--- src/sv/pfe_pkg.sv ---
package pfe_pkg;
   localparam int STACK_DEPTH_DEF = 64;
   localparam int NUM_VARS_DEF = 26;
   localparam int FRAC_BITS_DEF = 16;
   localparam int VW = 48;

   typedef enum logic [1:0] {KIND_LOAD = 2'd0, KIND_PUSH = 2'd1, KIND_OP = 2'd2,
      KIND_NOP = 2'd3} kind_type;
   typedef enum logic [1:0] {OP_ADD = 2'd0, OP_SUB = 2'd1, OP_MUL = 2'd2,
      OP_DIV = 2'd3} op_type;
   typedef enum logic [2:0] {ST_OK = 3'd0, ST_UNDER = 3'd1, ST_OVER = 3'd2,
      ST_DIV0 = 3'd3, ST_SAT = 3'd4} status_type;

   typedef struct packed {
      logic [1:0]        kind;
      logic [4:0]        var_index;
      logic signed [47:0] var_value;
      logic [1:0]        op_code;
      logic              last;
   } req_type;

   typedef struct packed {
      logic signed [47:0] value;
      logic [2:0]        status;
   } rsp_type;
endpackage

--- src/sv/pfe_queue.sv ---
module pfe_queue (
   input  logic             clock,
   input  logic             reset,
   input  logic             in_valid,
   output logic             in_ready,
   input  pfe_pkg::req_type in_data,
   output logic             out_valid,
   input  logic             out_ready,
   output pfe_pkg::req_type out_data
);
   import pfe_pkg::*;
   req_type    mem_ff [4];
   logic [1:0] wp_ff, rp_ff;
   logic [2:0] cnt_ff;
   logic       wr, rd;

   assign in_ready  = cnt_ff != 3'd4;
   assign out_valid = cnt_ff != 3'd0;
   assign out_data  = mem_ff[rp_ff];
   assign wr = in_valid && in_ready;
   assign rd = out_valid && out_ready;

   always_ff @(posedge clock) begin
      if (wr) begin
         mem_ff[wp_ff] <= in_data;
      end
      if (reset) begin
         wp_ff <= '0;
         rp_ff <= '0;
         cnt_ff <= '0;
      end else begin
         if (wr) wp_ff <= wp_ff + 2'd1;
         if (rd) rp_ff <= rp_ff + 2'd1;
         cnt_ff <= cnt_ff + {2'd0, wr} - {2'd0, rd};
      end
   end
endmodule

--- config.mk ---
export PLATFORM = sky130hd
export DESIGN_NAME = pfe_queue
export DESIGN_NICKNAME = d
export VERILOG_FILES = /design/src/sv/pfe_pkg.sv /design/src/sv/pfe_queue.sv
export SDC_FILE = /design/constraint.sdc
export NUM_CORES = 1
export LEC_CHECK = 0
export BUFFER_PORTS_ARGS = -buffer_cell sky130_fd_sc_hd__buf_4
export CELL_PAD_IN_SITES_DETAIL_PLACEMENT = 0
export CELL_PAD_IN_SITES_GLOBAL_PLACEMENT = 1
export CORE_AREA = 2 2 137 139
export DETAILED_ROUTE_END_ITERATION = 7
export DIE_AREA = 0 0 139 141
export PLACE_DENSITY = 0.86
export SYNTH_ARGS = -nofsm -noshare
export SYNTH_HDL_FRONTEND = slang
export SYNTH_SLANG_ARGS = --single-unit
--- constraint.sdc ---
create_clock -name clock -period 3.5 [get_ports clock]
set_clock_uncertainty 0.05 [all_clocks]
set_input_delay 0.35 -clock clock [delete_from_list [all_inputs] [get_ports clock]]
set_output_delay 0.35 -clock clock [all_outputs]
set_load 0.05 [all_outputs]
---- Word level (Yosys, flattened, before mapping) ----
Memories as Yosys holds them, arrays and structs flattened. A register that Yosys moved wholly into a read port is not among the register bits.
Index checks and enable logic that the tools add are counted.
storage, ports and cells
  input port bits ......................... 62
  register bits ........................... 7
  bits in writable memories ............... 232
  memories kept ........................... 1
memories
  name    words  width  read ports  clocked after memory_dff  wr ports  RTL line         text
  mem_ff  4      58     1           1                         1         pfe_queue.sv:12  req_type mem_ff [4];
cells by class
  eq/ne operators ......................... 1
  mux-type cells .......................... 4
  reductions and logical operators ........ 3
  $add $sub $neg .......................... 4
operators with widths
  cell                                           count
  adder 2 x 1 -> 2 bit (second input constant)   2
  two-way mux 2 bit                              2
  adder 3 x 1 -> 3 bit                           1
  inequality test 3 bit (second input constant)  1
  nonzero test 3 bit                             1
  subtractor 3 x 1 -> 3 bit                      1
  logical AND 1 bit                              2
  two-way mux 1 bit                              2

---- Longest topological paths before layout ----
  depth after elaboration ................. 4
  gate-level depth with buffers ........... 11

---- Worst setup path after synthesis ----
OpenSTA, ideal clock, no wires.
  path kind ............................... register -> register
  start point ............................. register cnt_ff[1]
  end point ............................... memory mem_ff[0][0] (netlist name), enable pin
  stages on the path, launching flop included .. 4
  period minus slack after synthesis ...... 2.743 ns
  path buffers ............................ 0
  data arrival time ....................... 2.271 ns
  path slack .............................. 0.757 ns
  setup time .............................. 0.422 ns
  cells stage by stage .................... dfxtp_1 -> nor2_1 -> a21boi_1 -> and2_1
between the ends
  cells in the longest elaborated chain, start to end .. 4
RTL lines
  what                                     RTL line         text
  start, declared                          pfe_queue.sv:14  logic [2:0] cnt_ff;
  start signal, assigned                   pfe_queue.sv:34  cnt_ff <= cnt_ff + {2'd0, wr} - {2'd0, rd};
  inequality test 3 bit                    pfe_queue.sv:17  assign in_ready = cnt_ff != 3'd4;
  logical AND 1 bit                        pfe_queue.sv:20  assign wr = in_valid && in_ready;
  two-way mux 1 bit                        pfe_queue.sv:24  if (wr) begin
  two-way mux 1 bit (not written as such)  pfe_queue.sv:25  mem_ff[wp_ff] <= in_data;
  end, declared                            pfe_queue.sv:12
Every way passes these cells.

==> flow_summary.toml <==
[placement]
gp_congestion = 0.655
dp_hpwl_um = 8650
dpl_worst_slack_ns = 0.881
placed_cells = 696
io_buffers = 121

[final_layout]
area_growth_pct = 27.3
n_antenna_cell = 0
register_area_mm2 = 0.00715
nets = 614
multi_input_area_mm2 = 0.00158
instances_no_fill = 796
fillerInstances = 1283
drive_gt1_frac = 0.390
layout_common_cells = "edfxtp_1, buf_4, mux4_2"
layout_commonest_cell = "edfxtp_1"

[detailed_routing]
wl_um = 15900
dr.pass1.iters = 4
wire_per_inst_um = 20.0
vias = 4216
drt_iter0_markers = 212
ant_nets = 0
route.detailed.drc = 0
viasPerCell = 5.30

[global_routing]
grt_use_total = 0.162
grt_pass1_vias = 4692
grt_pass1_wl_um = 24700
grt_antenna_before_repair = 0
grt_max_degree = 59
grt_overflow = 0

[sta]
finalSetupTns_ns = 0
final.setup.worst_slack_ns = 0.785
drv_slew = 0
finalSetupViolCount = 0
rsz0062_at_grt = "false"
holdWs_ns = 0.0256
fmax_mhz = 368
min_period_over_period = 0.776
min_period_ns = 2.72
relSlewSlack = 0.380
max_slew.worst_pin.slew_ns = 0.931
finalHoldViolations = 0

[critical_path]
reg2reg_depth = 11
cp-end-kind = "primary output"
r2r_start = "cnt_ff[1]$_SDFF_PP0_"
required_ns = 3.10
worst-setup-path-type = "reg -> out"
r2r-end = "cnt_ff[2]$_SDFF_PP0_"
cp_max_fo = 20
endpoint = "out_data[18]"
start_kind = "flip-flop"
arrival_ns = 2.32
r2r_slack_ns = 0.84

[floorplan]
fp.dieH_um = 141
num_rows = 50
die-area_mm2 = 0.0196
initial_core_util = 0.485
core_area_mm2 = 0.0183
die_x_um = 139
pin_count = 122

[clock_network]
tritoncts = "yes"
h-tree-depth = 1
cts_resized = 0
cts_made_buffers = 24
cts_hold_buf = 57
clock_latency_ns = 0.49
cts_sinks = 241
cts_setup_buffers = 0
clk_pin_slew_ns = 0.06
cts.path.max_buffers = 3
cts-root-buf = "clkbuf_16"

[logic_synthesis]
synthCells = 352
synth_cell_type_count = 26
synth-seq-cells = 241
yosysSeqAreaShare = 0.807
synth_warnings = 0
avgSynthCellArea_um2 = 25.2
synth_area_mm2 = 0.00886
synth_nets = 421

[pwr]
vdd.ir_drop.worst_mv = 0.652
leakage_nw = 3.84
cellPowerDensity_mw_per_mm2 = 798
total_power_w = 0.00900

[hold_path]
hold_depth = 1
hold_class = "in -> reg"

[run_status]
outcome = "finished clean"

[job]
maxCapViolCount = 0
-- synth_stat cells, drive strengths merged --
library cell,number,area [um2]
o311ai,1,8.76
buf,13,120
a21boi,1,7.51
nor2,8,30.0
mux2i,1,10.0
and2,5,31.3
nand2b,2,12.5
ha,6,75.1
or3,1,6.26
o31a,1,8.76
xor2,2,17.5
xnor2,1,8.76
edfxtp,232,6970
dfxtp,9,180
fa,1,20.0
inv,5,18.8
mux2,1,11.3
nor2b,1,6.26
clkbuf,1,3.75
nand2,1,3.75
mux4,58,1310
nor3,1,5.00
-- metal layers --
metal / vias up / wire [um] / share of wire / track usage
met2: 118 / 8460 / 0.53 / 0.292
met3: 28 / 737 / 0.046 / 0.0285
met5: - / 0 / 0 / 0
met4: 0 / 308 / 0.019 / 0.0447
li1: 1867 / - / - / -
met1: 2203 / 6430 / 0.40 / 0.203
-- where the power goes --
part	internal (W)	switching [W]
combinational	0.00109	0.00190
sequential	0.00355	0.000178
clock	0.00131	0.000990
total	0.00594	0.00306
-- area by class of cell --
cell class,instances,share of cell area
Tap cell,234,0.0260
Sequential cell,241,0.634
Timing Repair Buffer,181,0.135
Multi-Input combinational cell,92,0.140
Clock inverter,11,0.00488
Clock buffer,32,0.0578
Inverter,5,0.00166
-- flip-flops by register name (all words and copies together) (netlist names), named ones only --
| register | cells |
|---|---|
| rp_ff | 2 |
| wp_ff | 2 |
| mem_ff | 232 |
| cnt_ff | 3 |
-- worst max-delay path, stage by stage (launching register included) --
cell and delay, ns:
dfxtp_4 0.63, buf_4 0.39, mux4_2 0.56, buf_4 0.21
-- worst min-delay path by stage --
| stage | startpoint | to | slack [ns] |
|---|---|---|---|
| CTS | in_data[43] | mem_ff[2][43]$_DFFE_PP_ | 0.0008 |
| detailed placement | rp_ff[1]$_SDFFE_PP0P_ | flip-flop | 0.47 |
| floorplan | in_data[0] | mem_ff[0][0]$_DFFE_PP_ | 0.40 |
| global placement | wp_ff[1]$_SDFFE_PP0P_ | wp_ff[1]$_SDFFE_PP0P_ | 0.44 |
| finish | in_data[43] | mem_ff[0][43]$_DFFE_PP_ | 0.03 |
| global route | in_data[43] | mem_ff[0][43]$_DFFE_PP_ | 0.003 |
-- cell families (layout without fill, tap and decap cells) --
| logic type | after synthesis | count (layout) | share of synthesized area |
|---|---|---|---|
| DFF | 241 | 241 | 0.807 |
| muxes | 60 | 60 | 0.150 |
| and+or+nand+nor | 19 | 19 | 0.0107 |
| buffers and inverters | 19 | 229 | 0.0161 |
| adders and majority gates | 7 | 7 | 0.0107 |
| AOI/OAI and AO/OA | 3 | 3 | 0.00283 |
| xor gates and xnor gates | 3 | 3 | 0.00297 |
-- through the flow --
step / utilization / cell area [um2]
2_1_floorplan: - / 8860
3_3_place_gp: 0.547 / 10000
3_5_place_dp: 0.547 / 10000
4_1_cts: 0.617 / 11300
5_1_grt: 0.617 / 11300
6_report: 0.617 / 11300
Power figures use the tool's default switching activity.
